==> config.mk <==
export PLATFORM = sky130hd
export DESIGN_NAME = deadband_incremental_pid_fan_core_flat
export DESIGN_NICKNAME = d
export VERILOG_FILES = /design/src/rtl/dbpid_pkg.sv /design/src/rtl/dbpid_in_if.sv /design/src/rtl/dbpid_out_if.sv /design/src/rtl/dbpid_cfg.sv /design/src/rtl/dbpid_calc.sv /design/src/rtl/deadband_incremental_pid_fan_core.sv /design/src/flat_wrapper.sv
export SDC_FILE = /design/constraint.sdc
export NUM_CORES = 1
export LEC_CHECK = 0
export ABC_AREA = 1
export BUFFER_PORTS_ARGS = -buffer_cell sky130_fd_sc_hd__buf_4
export CAP_MARGIN = 30
export CORE_ASPECT_RATIO = 0.8
export CORE_UTILIZATION = 60
export DETAILED_ROUTE_END_ITERATION = 16
export PLACE_DENSITY_LB_ADDON = 0.12
export SYNTH_ARGS = -nofsm -noshare
export SYNTH_HDL_FRONTEND = slang
export SYNTH_SLANG_ARGS = --single-unit
==> constraint.sdc <==
create_clock -name i_clk -period 18.69 [get_ports i_clk]
set_input_delay 2.8035 -clock i_clk [delete_from_list [all_inputs] [get_ports i_clk]]
set_output_delay 2.8035 -clock i_clk [all_outputs]
set_load 0.01 [all_outputs]
==> src/rtl/dbpid_pkg.sv <==
`timescale 1ns / 1ps
// ----------------------------------------------------------------------------
// dbpid_pkg: shared types and constants of the deadband pid fan core
// register indexes, reset values, datapath widths and the config struct
// ----------------------------------------------------------------------------
package dbpid_pkg;

    // register file addressing
    localparam int CFG_IDX_W  = 3;
    localparam int CFG_DATA_W = 16;

    localparam logic [CFG_IDX_W-1:0] CFG_TARGET_MARGIN = 3'd0;
    localparam logic [CFG_IDX_W-1:0] CFG_GUARD_BAND    = 3'd1;
    localparam logic [CFG_IDX_W-1:0] CFG_GAIN_PROP     = 3'd2;
    localparam logic [CFG_IDX_W-1:0] CFG_GAIN_INTEG    = 3'd3;
    localparam logic [CFG_IDX_W-1:0] CFG_GAIN_DERIV    = 3'd4;
    localparam logic [CFG_IDX_W-1:0] CFG_DUTY_FLOOR    = 3'd5;
    localparam logic [CFG_IDX_W-1:0] CFG_DUTY_CEILING  = 3'd6;

    // field widths
    localparam int MARGIN_W = 8;
    localparam int GUARD_W  = 6;
    localparam int GAIN_W   = 16;
    localparam int DUTY_W   = 7;
    localparam int ERR_W    = 8;
    localparam int CHAN_W   = 1;

    // datapath widths
    localparam int BAND_W = 10;  // signed band edges and margin
    localparam int DIFF_W = 10;  // signed first and second differences
    localparam int PROD_W = 27;  // signed gain times difference
    localparam int SUM_W  = 30;  // signed q22.8 sum
    localparam int FRAC_W = 8;   // q22.8 fraction bits
    localparam int INT_W  = SUM_W - FRAC_W;

    // reset values
    localparam logic [MARGIN_W-1:0] RST_TARGET_MARGIN = 8'd20;
    localparam logic [GUARD_W-1:0]  RST_GUARD_BAND    = 6'd2;
    localparam logic [GAIN_W-1:0]   RST_GAIN_PROP     = 16'd256;
    localparam logic [GAIN_W-1:0]   RST_GAIN_INTEG    = 16'd64;
    localparam logic [GAIN_W-1:0]   RST_GAIN_DERIV    = 16'd0;
    localparam logic [DUTY_W-1:0]   RST_DUTY_FLOOR    = 7'd20;
    localparam logic [DUTY_W-1:0]   RST_DUTY_CEILING  = 7'd100;

    typedef struct packed {
        logic [MARGIN_W-1:0] target_margin;
        logic [GUARD_W-1:0]  guard_band;
        logic [GAIN_W-1:0]   gain_prop;
        logic [GAIN_W-1:0]   gain_integ;
        logic [GAIN_W-1:0]   gain_deriv;
        logic [DUTY_W-1:0]   duty_floor;
        logic [DUTY_W-1:0]   duty_ceiling;
    } t_cfg;

endpackage

==> src/rtl/dbpid_in_if.sv <==
`timescale 1ns / 1ps
// ----------------------------------------------------------------------------
// dbpid_in_if: sample request channel
// valid/ready handshake carrying channel, margin and base duty
// ----------------------------------------------------------------------------
interface dbpid_in_if;
    logic                            valid;
    logic                            ready;
    logic [dbpid_pkg::CHAN_W-1:0]    channel;
    logic [dbpid_pkg::MARGIN_W-1:0]  measured_margin;
    logic [dbpid_pkg::DUTY_W-1:0]    base_duty;

    modport source (output valid, output channel, output measured_margin,
                    output base_duty, input ready);
    modport sink   (input valid, input channel, input measured_margin,
                    input base_duty, output ready);
endinterface

==> src/rtl/dbpid_out_if.sv <==
`timescale 1ns / 1ps
// ----------------------------------------------------------------------------
// dbpid_out_if: duty result channel
// valid/ready handshake carrying the clamped duty
// ----------------------------------------------------------------------------
interface dbpid_out_if;
    logic                          valid;
    logic                          ready;
    logic [dbpid_pkg::DUTY_W-1:0]  duty_out;

    modport source (output valid, output duty_out, input ready);
    modport sink   (input valid, input duty_out, output ready);
endinterface

==> src/rtl/dbpid_cfg.sv <==
`timescale 1ns / 1ps
// ----------------------------------------------------------------------------
// dbpid_cfg: configuration register file
// write-only registers, unknown indexes are dropped
// ----------------------------------------------------------------------------
module dbpid_cfg (
    input  logic                                 i_clk,
    input  logic                                 i_rst_n,
    input  logic                                 i_cfg_we,
    input  logic [dbpid_pkg::CFG_IDX_W-1:0]      i_cfg_idx,
    input  logic [dbpid_pkg::CFG_DATA_W-1:0]     i_cfg_data,
    output dbpid_pkg::t_cfg                      o_cfg
);

    dbpid_pkg::t_cfg r_cfg;
    dbpid_pkg::t_cfg n_cfg;

    always_comb begin
        n_cfg = r_cfg;
        if (i_cfg_we) begin
            unique case (i_cfg_idx)
                dbpid_pkg::CFG_TARGET_MARGIN:
                    n_cfg.target_margin = i_cfg_data[dbpid_pkg::MARGIN_W-1:0];
                dbpid_pkg::CFG_GUARD_BAND:
                    n_cfg.guard_band = i_cfg_data[dbpid_pkg::GUARD_W-1:0];
                dbpid_pkg::CFG_GAIN_PROP:
                    n_cfg.gain_prop = i_cfg_data[dbpid_pkg::GAIN_W-1:0];
                dbpid_pkg::CFG_GAIN_INTEG:
                    n_cfg.gain_integ = i_cfg_data[dbpid_pkg::GAIN_W-1:0];
                dbpid_pkg::CFG_GAIN_DERIV:
                    n_cfg.gain_deriv = i_cfg_data[dbpid_pkg::GAIN_W-1:0];
                dbpid_pkg::CFG_DUTY_FLOOR:
                    n_cfg.duty_floor = i_cfg_data[dbpid_pkg::DUTY_W-1:0];
                dbpid_pkg::CFG_DUTY_CEILING:
                    n_cfg.duty_ceiling = i_cfg_data[dbpid_pkg::DUTY_W-1:0];
                default: begin
                    n_cfg = r_cfg;
                end
            endcase
        end
    end

    always_ff @(posedge i_clk) begin
        if (!i_rst_n) begin
            r_cfg.target_margin <= dbpid_pkg::RST_TARGET_MARGIN;
            r_cfg.guard_band    <= dbpid_pkg::RST_GUARD_BAND;
            r_cfg.gain_prop     <= dbpid_pkg::RST_GAIN_PROP;
            r_cfg.gain_integ    <= dbpid_pkg::RST_GAIN_INTEG;
            r_cfg.gain_deriv    <= dbpid_pkg::RST_GAIN_DERIV;
            r_cfg.duty_floor    <= dbpid_pkg::RST_DUTY_FLOOR;
            r_cfg.duty_ceiling  <= dbpid_pkg::RST_DUTY_CEILING;
        end else begin
            r_cfg <= n_cfg;
        end
    end

    assign o_cfg = r_cfg;

endmodule

==> src/rtl/dbpid_calc.sv <==
`timescale 1ns / 1ps
// ----------------------------------------------------------------------------
// dbpid_calc: deadband error and incremental pid duty
// band error, three parallel gain products, q22.8 sum, truncate and clamp
// ----------------------------------------------------------------------------
module dbpid_calc (
    input  dbpid_pkg::t_cfg                     i_cfg,
    input  logic [dbpid_pkg::MARGIN_W-1:0]      i_margin,
    input  logic [dbpid_pkg::DUTY_W-1:0]        i_base,
    input  logic [dbpid_pkg::ERR_W-1:0]         i_err_last,
    input  logic [dbpid_pkg::ERR_W-1:0]         i_err_prev,
    output logic [dbpid_pkg::ERR_W-1:0]         o_err,
    output logic [dbpid_pkg::DUTY_W-1:0]        o_duty
);

    localparam int BW = dbpid_pkg::BAND_W;
    localparam int DW = dbpid_pkg::DIFF_W;
    localparam int PW = dbpid_pkg::PROD_W;
    localparam int SW = dbpid_pkg::SUM_W;
    localparam int FW = dbpid_pkg::FRAC_W;
    localparam int IW = dbpid_pkg::INT_W;
    localparam int GW = dbpid_pkg::GAIN_W;
    localparam int EW = dbpid_pkg::ERR_W;
    localparam int YW = dbpid_pkg::DUTY_W;

    logic signed [BW-1:0]   band_lo;
    logic signed [BW-1:0]   band_hi;
    logic signed [BW-1:0]   meas;
    logic signed [BW-1:0]   band_dist;
    logic signed [DW-1:0]   diff1;
    logic signed [DW-1:0]   diff2;
    logic signed [PW-1:0]   prod_p;
    logic        [GW+EW-1:0] prod_i;
    logic signed [PW-1:0]   prod_d;
    logic signed [SW-1:0]   sum;
    logic signed [IW-1:0]   quot;
    logic signed [IW-1:0]   floor_s;
    logic signed [IW-1:0]   ceil_s;

    // band edges; the low edge may go negative
    assign band_lo = $signed({2'b00, i_cfg.target_margin})
                   - $signed({4'b0000, i_cfg.guard_band});
    assign band_hi = $signed({2'b00, i_cfg.target_margin})
                   + $signed({4'b0000, i_cfg.guard_band});
    assign meas    = $signed({2'b00, i_margin});

    always_comb begin
        priority if (meas < band_lo) begin
            band_dist = band_lo - meas;
        end else if (meas > band_hi) begin
            band_dist = meas - band_hi;
        end else begin
            band_dist = '0;
        end
    end

    // distance never exceeds 255
    assign o_err = band_dist[EW-1:0];

    assign diff1 = $signed({2'b00, o_err}) - $signed({2'b00, i_err_last});
    assign diff2 = $signed({2'b00, o_err}) - $signed({1'b0, i_err_last, 1'b0})
                 + $signed({2'b00, i_err_prev});

    assign prod_p = $signed({1'b0, i_cfg.gain_prop}) * diff1;
    assign prod_i = i_cfg.gain_integ * o_err;
    assign prod_d = $signed({1'b0, i_cfg.gain_deriv}) * diff2;

    assign sum = $signed({{(SW-YW-FW){1'b0}}, i_base, {FW{1'b0}}})
               + $signed({{(SW-PW){prod_p[PW-1]}}, prod_p})
               + $signed({{(SW-GW-EW){1'b0}}, prod_i})
               + $signed({{(SW-PW){prod_d[PW-1]}}, prod_d});

    // truncate toward zero: round the floor up for negative non-integers
    always_comb begin
        quot = sum[SW-1:FW];
        if (sum[SW-1] && (|sum[FW-1:0])) begin
            quot = quot + IW'(1);
        end
    end

    assign floor_s = $signed({{(IW-YW){1'b0}}, i_cfg.duty_floor});
    assign ceil_s  = $signed({{(IW-YW){1'b0}}, i_cfg.duty_ceiling});

    // floor test first so a crossed floor and ceiling favors the floor
    always_comb begin
        priority if (quot <= floor_s) begin
            o_duty = i_cfg.duty_floor;
        end else if (quot >= ceil_s) begin
            o_duty = i_cfg.duty_ceiling;
        end else begin
            o_duty = quot[YW-1:0];
        end
    end

endmodule

==> src/rtl/deadband_incremental_pid_fan_core.sv <==
`timescale 1ns / 1ps
// ----------------------------------------------------------------------------
// deadband_incremental_pid_fan_core: per-channel deadband incremental pid
// fan duty controller with a write-only configuration port
// ----------------------------------------------------------------------------
// usage
//   i_in carries one sensor request: channel, measured margin, base duty.
//   o_out returns one clamped duty per request, in request order.
//   the user writes registers via i_cfg_we / i_cfg_idx / i_cfg_data only
//   with no request in flight (unchecked); unknown indexes are ignored.
// pipeline and throughput
//   a request sits in the input register while the error, the three gain
//   products and the clamp are formed; the duty lands in the output register
//   when the request advances and is offered from there until it is taken.
//   one request per cycle is sustained while o_out.ready stays high; the
//   error history of a channel is updated as the duty enters the output
//   register, so a back-to-back request for the same channel already sees it.
// reset
//   synchronous on i_rst_n low: registers take their defaults, both error
//   histories of every channel clear to zero, the pipeline empties.
// stall
//   while o_out.ready is low the result holds; one more request can still
//   enter the input register, then i_in.ready drops.
// ----------------------------------------------------------------------------
module deadband_incremental_pid_fan_core #(
    parameter int CHANNELS = 2
) (
    input  logic                                 i_clk,
    input  logic                                 i_rst_n,
    dbpid_in_if.sink                             i_in,
    dbpid_out_if.source                          o_out,
    input  logic                                 i_cfg_we,
    input  logic [dbpid_pkg::CFG_IDX_W-1:0]      i_cfg_idx,
    input  logic [dbpid_pkg::CFG_DATA_W-1:0]     i_cfg_data
);

    localparam int EW = dbpid_pkg::ERR_W;
    localparam int YW = dbpid_pkg::DUTY_W;
    localparam int CW = dbpid_pkg::CHAN_W;
    localparam int MW = dbpid_pkg::MARGIN_W;

    dbpid_pkg::t_cfg cfg;

    // input stage
    logic          r_in_vld;
    logic [CW-1:0] r_in_ch;
    logic [MW-1:0] r_in_margin;
    logic [YW-1:0] r_in_base;

    // output stage
    logic          r_out_vld;
    logic [YW-1:0] r_out_duty;

    // per-channel error history
    logic [EW-1:0] r_err_last [CHANNELS];
    logic [EW-1:0] r_err_prev [CHANNELS];

    logic          in_acc;
    logic          out_free;
    logic          advance;
    logic [EW-1:0] err_last_sel;
    logic [EW-1:0] err_prev_sel;
    logic [EW-1:0] err_new;
    logic [YW-1:0] duty_new;

    dbpid_cfg u_cfg (
        .i_clk      (i_clk),
        .i_rst_n    (i_rst_n),
        .i_cfg_we   (i_cfg_we),
        .i_cfg_idx  (i_cfg_idx),
        .i_cfg_data (i_cfg_data),
        .o_cfg      (cfg)
    );

    // output register frees when empty or when the result is taken
    assign out_free    = !r_out_vld || o_out.ready;
    assign advance     = r_in_vld && out_free;
    assign i_in.ready  = !r_in_vld || out_free;
    assign in_acc      = i_in.valid && i_in.ready;

    // history select; a channel beyond the table reads zero history
    always_comb begin
        err_last_sel = '0;
        err_prev_sel = '0;
        for (int c = 0; c < CHANNELS; c++) begin
            if (32'(r_in_ch) == c) begin
                err_last_sel = r_err_last[c];
                err_prev_sel = r_err_prev[c];
            end
        end
    end

    dbpid_calc u_calc (
        .i_cfg      (cfg),
        .i_margin   (r_in_margin),
        .i_base     (r_in_base),
        .i_err_last (err_last_sel),
        .i_err_prev (err_prev_sel),
        .o_err      (err_new),
        .o_duty     (duty_new)
    );

    // input register
    always_ff @(posedge i_clk) begin
        if (!i_rst_n) begin
            r_in_vld <= 1'b0;
        end else if (i_in.ready) begin
            r_in_vld <= i_in.valid;
        end
    end

    always_ff @(posedge i_clk) begin
        if (in_acc) begin
            r_in_ch     <= i_in.channel;
            r_in_margin <= i_in.measured_margin;
            r_in_base   <= i_in.base_duty;
        end
    end

    // output register
    always_ff @(posedge i_clk) begin
        if (!i_rst_n) begin
            r_out_vld <= 1'b0;
        end else if (out_free) begin
            r_out_vld <= r_in_vld;
        end
    end

    always_ff @(posedge i_clk) begin
        if (advance) begin
            r_out_duty <= duty_new;
        end
    end

    // history shifts when the request moves into the output register
    always_ff @(posedge i_clk) begin
        if (!i_rst_n) begin
            for (int c = 0; c < CHANNELS; c++) begin
                r_err_last[c] <= '0;
                r_err_prev[c] <= '0;
            end
        end else if (advance) begin
            for (int c = 0; c < CHANNELS; c++) begin
                if (32'(r_in_ch) == c) begin
                    r_err_prev[c] <= r_err_last[c];
                    r_err_last[c] <= err_new;
                end
            end
        end
    end

    assign o_out.valid    = r_out_vld;
    assign o_out.duty_out = r_out_duty;

    // a stalled result is never dropped
    a_out_hold: assert property (@(posedge i_clk) disable iff (!i_rst_n)
        r_out_vld && !o_out.ready |=> r_out_vld)
        else $error("result dropped while stalled");

    // an advancing request always produces a result
    a_advance: assert property (@(posedge i_clk) disable iff (!i_rst_n)
        advance |=> r_out_vld && (r_out_duty == $past(duty_new)))
        else $error("advancing request lost");

    // input only blocks when both stages are full and the sink stalls
    a_ready: assert property (@(posedge i_clk) disable iff (!i_rst_n)
        !i_in.ready |-> r_in_vld && r_out_vld && !o_out.ready)
        else $error("input blocked without a stall");

    // a result is the floor, the ceiling or lies between them
    a_clamp: assert property (@(posedge i_clk) disable iff (!i_rst_n)
        r_out_vld |-> (r_out_duty == cfg.duty_floor)
                   || (r_out_duty == cfg.duty_ceiling)
                   || ((r_out_duty > cfg.duty_floor) && (r_out_duty < cfg.duty_ceiling)))
        else $error("duty outside clamp range");

endmodule
==> src/flat_wrapper.sv <==
// flat-port wrapper written by rule: the top's interface ports become plain ports
module deadband_incremental_pid_fan_core_flat 
#(
    parameter int CHANNELS = 2
)
  (i_clk, i_rst_n, i_cfg_we, i_cfg_idx, i_cfg_data, i_in_valid, i_in_channel, i_in_measured_margin, i_in_base_duty, i_in_ready, o_out_valid, o_out_duty_out, o_out_ready);
  dbpid_in_if i_in_i ();
  dbpid_out_if o_out_i ();
  input  logic i_clk;
  input  logic i_rst_n;
  input  logic i_cfg_we;
  input  logic [dbpid_pkg::CFG_IDX_W-1:0] i_cfg_idx;
  input  logic [dbpid_pkg::CFG_DATA_W-1:0] i_cfg_data;
  input wire logic [$bits(i_in_i.valid)-1:0] i_in_valid;
  input wire logic [$bits(i_in_i.channel)-1:0] i_in_channel;
  input wire logic [$bits(i_in_i.measured_margin)-1:0] i_in_measured_margin;
  input wire logic [$bits(i_in_i.base_duty)-1:0] i_in_base_duty;
  output wire logic [$bits(i_in_i.ready)-1:0] i_in_ready;
  output wire logic [$bits(o_out_i.valid)-1:0] o_out_valid;
  output wire logic [$bits(o_out_i.duty_out)-1:0] o_out_duty_out;
  input wire logic [$bits(o_out_i.ready)-1:0] o_out_ready;
  assign i_in_i.valid = i_in_valid;
  assign i_in_i.channel = i_in_channel;
  assign i_in_i.measured_margin = i_in_measured_margin;
  assign i_in_i.base_duty = i_in_base_duty;
  assign i_in_ready = i_in_i.ready;
  assign o_out_valid = o_out_i.valid;
  assign o_out_duty_out = o_out_i.duty_out;
  assign o_out_i.ready = o_out_ready;
  deadband_incremental_pid_fan_core #(.CHANNELS(CHANNELS)) u_core (.i_clk(i_clk), .i_rst_n(i_rst_n), .i_in(i_in_i), .o_out(o_out_i), .i_cfg_we(i_cfg_we), .i_cfg_idx(i_cfg_idx), .i_cfg_data(i_cfg_data));
endmodule
**After elaboration in Yosys (flattened, before gate mapping)**

Memories as Yosys holds them, arrays and structs flattened.
Index checks and enable logic that the tools add are counted.

- Memories kept: 2
- Register bits after elaboration: 101
- RAM bits: 32
- Output and inout port bits: 9
- Input bits: 40

- Reductions and logical operators: 16
- Equality and inequality tests: 6
- $mul: 3
- Bitwise logic cells: 4
- Add/subtract/negate cells: 11
- Order comparisons: 4
- Muxes and demuxes: 20

Memories:

| memory | words | width | read ports | clocked after Yosys merged registers in | write ports | line | text |
|---|---|---|---|---|---|---|---|
| u_core.r_err_last | 2 | 8 | 2 | 0 | 2 | deadband_incremental_pid_fan_core.sv:55 | `logic [EW-1:0] r_err_last [CHANNELS];` |
| u_core.r_err_prev | 2 | 8 | 2 | 0 | 2 | deadband_incremental_pid_fan_core.sv:56 | `logic [EW-1:0] r_err_prev [CHANNELS];` |

Operators with widths:

| kind | count |
|---|---|
| $mux 8 | 8 |
| $add 28x27->29 | 1 |
| $add 27x25->28 | 1 |
| $add 16x26->27 | 1 |
| $mul 17x10->27 | 1 |
| $mul 17x9->26 | 1 |
| $mul 16x8->24 | 1 |
| $add 21x2->22 const B | 1 |
| $ge 22x8->1 | 1 |
| $le 22x8->1 | 1 |
| $mux 22 | 1 |
| $sub 8x8->8 | 2 |
| $mux 7 | 2 |
| $reduce_and 2->1 | 7 |
| $add 10x9->10 | 1 |
| $sub 8x9->10 | 1 |
| $add 8x6->9 | 1 |
| $eq 3x3->1 const B | 3 |
| $gt 8x9->1 | 1 |
| $lt 9x9->1 | 1 |
| $mux 1 | 9 |
| $sub 8x6->9 | 1 |
| $sub 8x8->9 | 1 |
| $reduce_or 8->1 | 1 |
| 7 further kinds | 15 |

**Longest topological paths before layout**

- Word-level depth: 15
- Depth in mapped cells: 80
- Depth with buffers taken out: 79

**Modules after synthesis**

A second synthesis with hierarchy kept.

- Cell total of the unflattened synthesis: 3322
- Area, all modules: 25196.7 um2

By module, submodules not included:

| module | area each (um2) | instances | sequential area each (um2) | cells an instance |
|---|---|---|---|---|
| dbpid_calc | 19821.5 | 1 | 0.0 | 2718 |
| dbpid_cfg | 3168.0 | 1 | 1521.5 | 437 |
| deadband_incremental_pid_fan_core | 2207.1 | 1 | 1691.6 | 167 |

**Worst setup path before layout**

Ideal clock, no wire load.

- Kind: register -> register
- Start: register u_core.u_cfg.r_cfg (netlist bit u_core.u_cfg.o_cfg[64])
- End: register u_core.r_out_duty[3], in the netlist u_core.o_out.duty_out[3] (data pin)
- Path buffers: 2
- Path slack: 5661 ps
- Library setup time: 253 ps
- Data arrival time: 12776 ps
- Cell stages (with the launch flop): 74
- Cells stage by stage: dfxtp_1 > inv_1 > ha_1 > clkbuf_1 > inv_1 > a21oi_1 > o31ai_1 > xor2_1 > ha_1 > a21oi_1 > nor2_1 > nor2_1 > o21ai_0 > a21o_1 > a21o_1 > o211ai_1 > o21ai_0 > nand2_1 > [38 not listed] > nand3_2 > nor2_1 > nand3_1 > xor2_1 > inv_1 > ha_1 > a21oi_1 > o21ai_0 > a21oi_1 > nor2_1 > a21oi_1 > nand3_1 > nor2_1 > nand3_2 > nand2_4 > nand3_1 > nand3_1 > nand2_1

- Longest elaborated chain between the ends: 15
- Elaborated cells on any way between the ends: 25

RTL lines:

| element | line | text |
|---|---|---|
| from (decl) | dbpid_cfg.sv:15 | `dbpid_pkg::t_cfg r_cfg;` |
| from (signal assigned) | dbpid_cfg.sv:53 | `r_cfg <= n_cfg;` |
| $add 8x6->9 | dbpid_calc.sv:44 | `+ $signed({4'b0000, i_cfg.guard_band});` |
| $sub 8x8->8 or $gt 8x9->1 (tied branches) | dbpid_calc.sv:51, dbpid_calc.sv:50 |  |
| $mux 8 | dbpid_calc.sv:50 | `end else if (meas > band_hi) begin` |
| $mux 8 * | dbpid_calc.sv:48 | `priority if (meas < band_lo) begin` |
| $sub 8x8->9 | dbpid_calc.sv:60 | `assign diff1 = $signed({2'b00, o_err}) - $signed({2'b00, i_err_last});` |
| $mul 17x9->26 | dbpid_calc.sv:64 | `assign prod_p = $signed({1'b0, i_cfg.gain_prop}) * diff1;` |
| $add 16x26->27 | dbpid_calc.sv:69 | `+ $signed({{(SW-PW){prod_p[PW-1]}}, prod_p})` |
| $add 27x25->28 | dbpid_calc.sv:70 | `+ $signed({{(SW-GW-EW){1'b0}}, prod_i})` |
| $add 28x27->29 * | dbpid_calc.sv:71 | `+ $signed({{(SW-PW){prod_d[PW-1]}}, prod_d});` |
| parallel branches: the longest is 2 deep, another holds $add 21x2->22 | - |  |
| $mux 22 * | dbpid_calc.sv:76 | `if (sum[SW-1] && (\|sum[FW-1:0])) begin` |
| $ge 22x8->1 | dbpid_calc.sv:88 | `end else if (quot >= ceil_s) begin` |
| $mux 7 | dbpid_calc.sv:88 |  |
| $mux 7 * | dbpid_calc.sv:86 | `priority if (quot <= floor_s) begin` |
| named net u_core.duty_new[3] | deadband_incremental_pid_fan_core.sv:64 | `logic [YW-1:0] duty_new;` |
| to (signal assigned) | deadband_incremental_pid_fan_core.sv:131 | `r_out_duty <= duty_new;` |
| to (decl) | deadband_incremental_pid_fan_core.sv:52 | `logic [YW-1:0] r_out_duty;` |

Mark *: on every way through the listed nets, which the timed path passes.
A chain may end at the register's enable or synchronous reset.

**Worst setup path in the final report**

- Start: register u_core.u_cfg.r_cfg (netlist bit u_core.u_cfg.o_cfg[68])
- End: register u_core.r_out_duty[3], in the netlist u_core.o_out.duty_out[3] (data pin)

The elaborated chain is that of the path after synthesis.

==> results.sh <==
export IMPL_ctsResizeCount=0
export IMPL_synth_area_top_cells="fa_1 32%, ha_1 12%, inv_1 12%"
export IMPL_rsz0062_at_grt="false"
export IMPL_wl_um=68200
export IMPL_post_route_period_util_pct=78.9
export IMPL_cts_setup_buffers=0
export IMPL_finalSetupTns_ns=0
export IMPL_crit_top_cell="nand2_1"
export IMPL_ys_flop_type="dfxtp_1"
export IMPL_n_antenna_cell=0
export IMPL_status="finished, final reports clean"
export IMPL_ys_ff_latch=133
export IMPL_areaGrowthSynthToFinish_pct=6.16
export IMPL_die_x_um=225
export IMPL_antenna_found_initial=1
export IMPL_rr_startpoint="u_core.u_cfg.o_cfg[68]$_SDFFE_PN0P_"
export IMPL_gp_congestion=1.01
export IMPL_synth_avg_cell_area_um2=7.76
export IMPL_insertion_delay_ns=0.46
export IMPL_syn_instance_count=3090
export IMPL_grt_start_max_net_pins=80
export IMPL_fin_skew_ns=0.0120
export IMPL_core_area_um2=39400
export IMPL_crit_start="u_core.u_cfg.o_cfg[68]$_SDFFE_PN0P_"
export IMPL_synth_top_cells_by_count="767 x inv_1, 649 x nand2_1, 383 x fa_1"
export IMPL_clock_tree_root_cell="clkbuf_16"
export IMPL_ys_warn_count=0
export IMPL_worst_pin_slew_ns=0.945
export IMPL_grt_overflow=0
export IMPL_yosysTopAreaCellShare_pct=32.0
export IMPL_ctsHtreeMaxLevel=4
export IMPL_final_nets=3762
export IMPL_critPathSlowestCell="fa_1"
export IMPL_r2r_end="u_core.o_out.duty_out[3]$_DFFE_PP_"
export IMPL_cts_tree="yes"
export IMPL_cts_hold_fix_buffers=0
export IMPL_yosysTopAreaCell="fa_1"
export IMPL_grt_pass1_wl_um=110000
export IMPL_cts_sinks=133
export IMPL_die_h_um=181
export IMPL_dp_cells=3616
export IMPL_die_area_um2=40700
export IMPL_finalSetupViolations=0
export IMPL_drive_gt1_share_pct=6.07
export IMPL_dp_hpwl_um=57600
export IMPL_critPathRequiredTime_ns=18.90
export IMPL_numCtsBuffers=17
export IMPL_drc=0
export IMPL_vias_per_cell=5.42
export IMPL_io_pins=49
export IMPL_synthArstFlopShare_pct=0
export IMPL_synth_most_common_cell="inv_1"
export IMPL_synthesis_area_um2=24000
export IMPL_n_fill_cell=3503
export IMPL_min_to="u_core.u_cfg.o_cfg[64]$_SDFFE_PN0P_"
export IMPL_grt_usage_pct=35.8
export IMPL_wire_per_inst_um=18.7
export IMPL_final_min_clock_period_ns=14.74
export IMPL_startpoint_type="flop"
export IMPL_firstDrtPassIters=6
export IMPL_synth_nets=3752
export IMPL_synth_edf_count=55
export IMPL_portBuffers=48
export IMPL_clock_path_buffers=2
export IMPL_hp_start="u_core.u_cfg.o_cfg[64]$_SDFFE_PN0P_"
export IMPL_first_iter_violations=1873
export IMPL_hold_class="reg2reg"
export IMPL_max_freq_ghz=0.0678
export IMPL_maxCapViolCount=0
export IMPL_max_stage_delay_ns=0.52
export IMPL_hold_viol=0
export IMPL_grt_pass1_vias=20500
export IMPL_rrSetupSlack_ns=3.95
export IMPL_path_class="reg2reg"
export IMPL_reg2regPathDepth=72
export IMPL_crit_path_max_fanout=11
export IMPL_hold_depth=2
export IMPL_synth_seq_area_share_pct=13.4
export IMPL_clkTransAtPathRegs_ns=0.07
export IMPL_endpoint_kind="flop"
export IMPL_maxSlewViolCount=0
export IMPL_ant_nets=0
export IMPL_vias=19800
export IMPL_synth_distinct_cells=42
export IMPL_relSlewSlack_pct=36.9
export IMPL_fin_cells=3649
export IMPL_initial_core_util_pct=60.9
export IMPL_rows=65
export IMPL_critPathArrivalTime_ns=14.95
layout make-up:
class                      count  area (um^2)  area share, %
sequential                   133         3210           12.6
inverter                     789         2970           11.7
clock buffer                  21          503           1.98
multi-input combinational   2103        17500           69.0
timing repair buffer          56          440           1.73
clock inverter                11          100          0.393
tap                          536          671           2.64
worst max path at each step:
| stage | slack (ns) | cells after the start | endpoint |
|---|---|---|---|
| 6_report | 3.95 | 72 | u_core.o_out.duty_out[3]$_DFFE_PP_ |
| 2_1_floorplan | 5.66 | 73 | u_core.o_out.duty_out[3]$_DFFE_PP_ |
| 4_1_cts | 4.07 | 72 | u_core.o_out.duty_out[5]$_DFFE_PP_ |
| 5_1_grt | 2.86 | 69 | u_core.o_out.duty_out[1]$_DFFE_PP_ |
| 3_5_place_dp | 4.10 | 72 | u_core.o_out.duty_out[5]$_DFFE_PP_ |
| 3_3_place_gp | 4.44 | 68 | u_core.o_out.duty_out[4]$_DFFE_PP_ |
worst max-delay path, delay by kind of cell (launching register included):
family / cells / cell delay (ns)
adders and majority gates: 17 / 6.90
and+or+nand+nor: 26 / 3.10
AOI/OAI and AO/OA: 12 / 2.14
buffers and inverters: 14 / 1.32
xor gates and xnor gates: 3 / 0.69
DFF: 1 / 0.34
registers in the layout, summed over array words and instances, names as in the netlist:
signal,cells
u_core.r_in_base,7
u_core.r_err_prev,16
u_core.u_cfg.o_cfg,76
u_core.r_err_last,16
u_core.r_in_ch,1
u_core.o_out.valid,1
u_core.o_out.duty_out,7
u_core.r_in_margin,8
u_core.r_in_vld,1
metrics by stage:
step                hold WS [ns]  area, um^2  utilization (%)  setup slack [ns]
floorplan                  0.448       24000                -              5.66
global placement           0.465       24800             63.0              4.44
detailed placement         0.476       24800             63.0              4.10
CTS                        0.486       25400             64.6              4.07
global route               0.512       25400             64.6              2.86
finish                     0.481       25400             64.6              3.95
cells by family after synthesis:
group                      count (synthesis)  share of synthesized area (%)
muxes                                      6                          0.251
and+or+nand+nor                         1137                           20.2
buffers and inverters                    854                           13.4
xor gates and xnor gates                  53                           1.94
AOI/OAI and AO/OA                        285                           6.30
DFF                                      133                           13.4
adders and majority gates                622                           44.5
cells in the final DEF, fill, tap and decap left out, types with 6 or more instances in the layout:
cell type,netlist,layout
o21ai_1,2,6
or2_2,13,13
o21ai_0,112,108
nand3_2,14,14
nand3b_1,6,6
nand3_1,77,77
inv_1,767,767
a21oi_1,138,138
edfxtp_1,55,55
nand4_1,20,20
nor2_4,14,14
xor2_1,33,33
clkinv_1,9,9
fa_1,383,383
and2_1,6,6
ha_1,239,239
a21o_1,7,7
o211ai_1,9,9
nand2_2,26,26
xnor2_1,20,19
clkbuf_16,0,19
mux2i_1,6,6
nor2_2,11,11
nand2_1,649,649
o21bai_1,6,6
nor3_1,8,8
dfxtp_1,78,78
inv_2,11,11
buf_4,0,55
nor2_1,285,285
metal layers:
| metal | share of wire, % | global-route usage [%] |
|---|---|---|
| met5 | 0 | 0 |
| met4 | 2.9 | 10.4 |
| met3 | 12 | 10.7 |
| met2 | 42 | 53.7 |
| met1 | 43 | 50.1 |
Power is left out: the tool's default activity adds up to more than one toggle a clock period on the data nets, which glitch-free logic cannot reach.
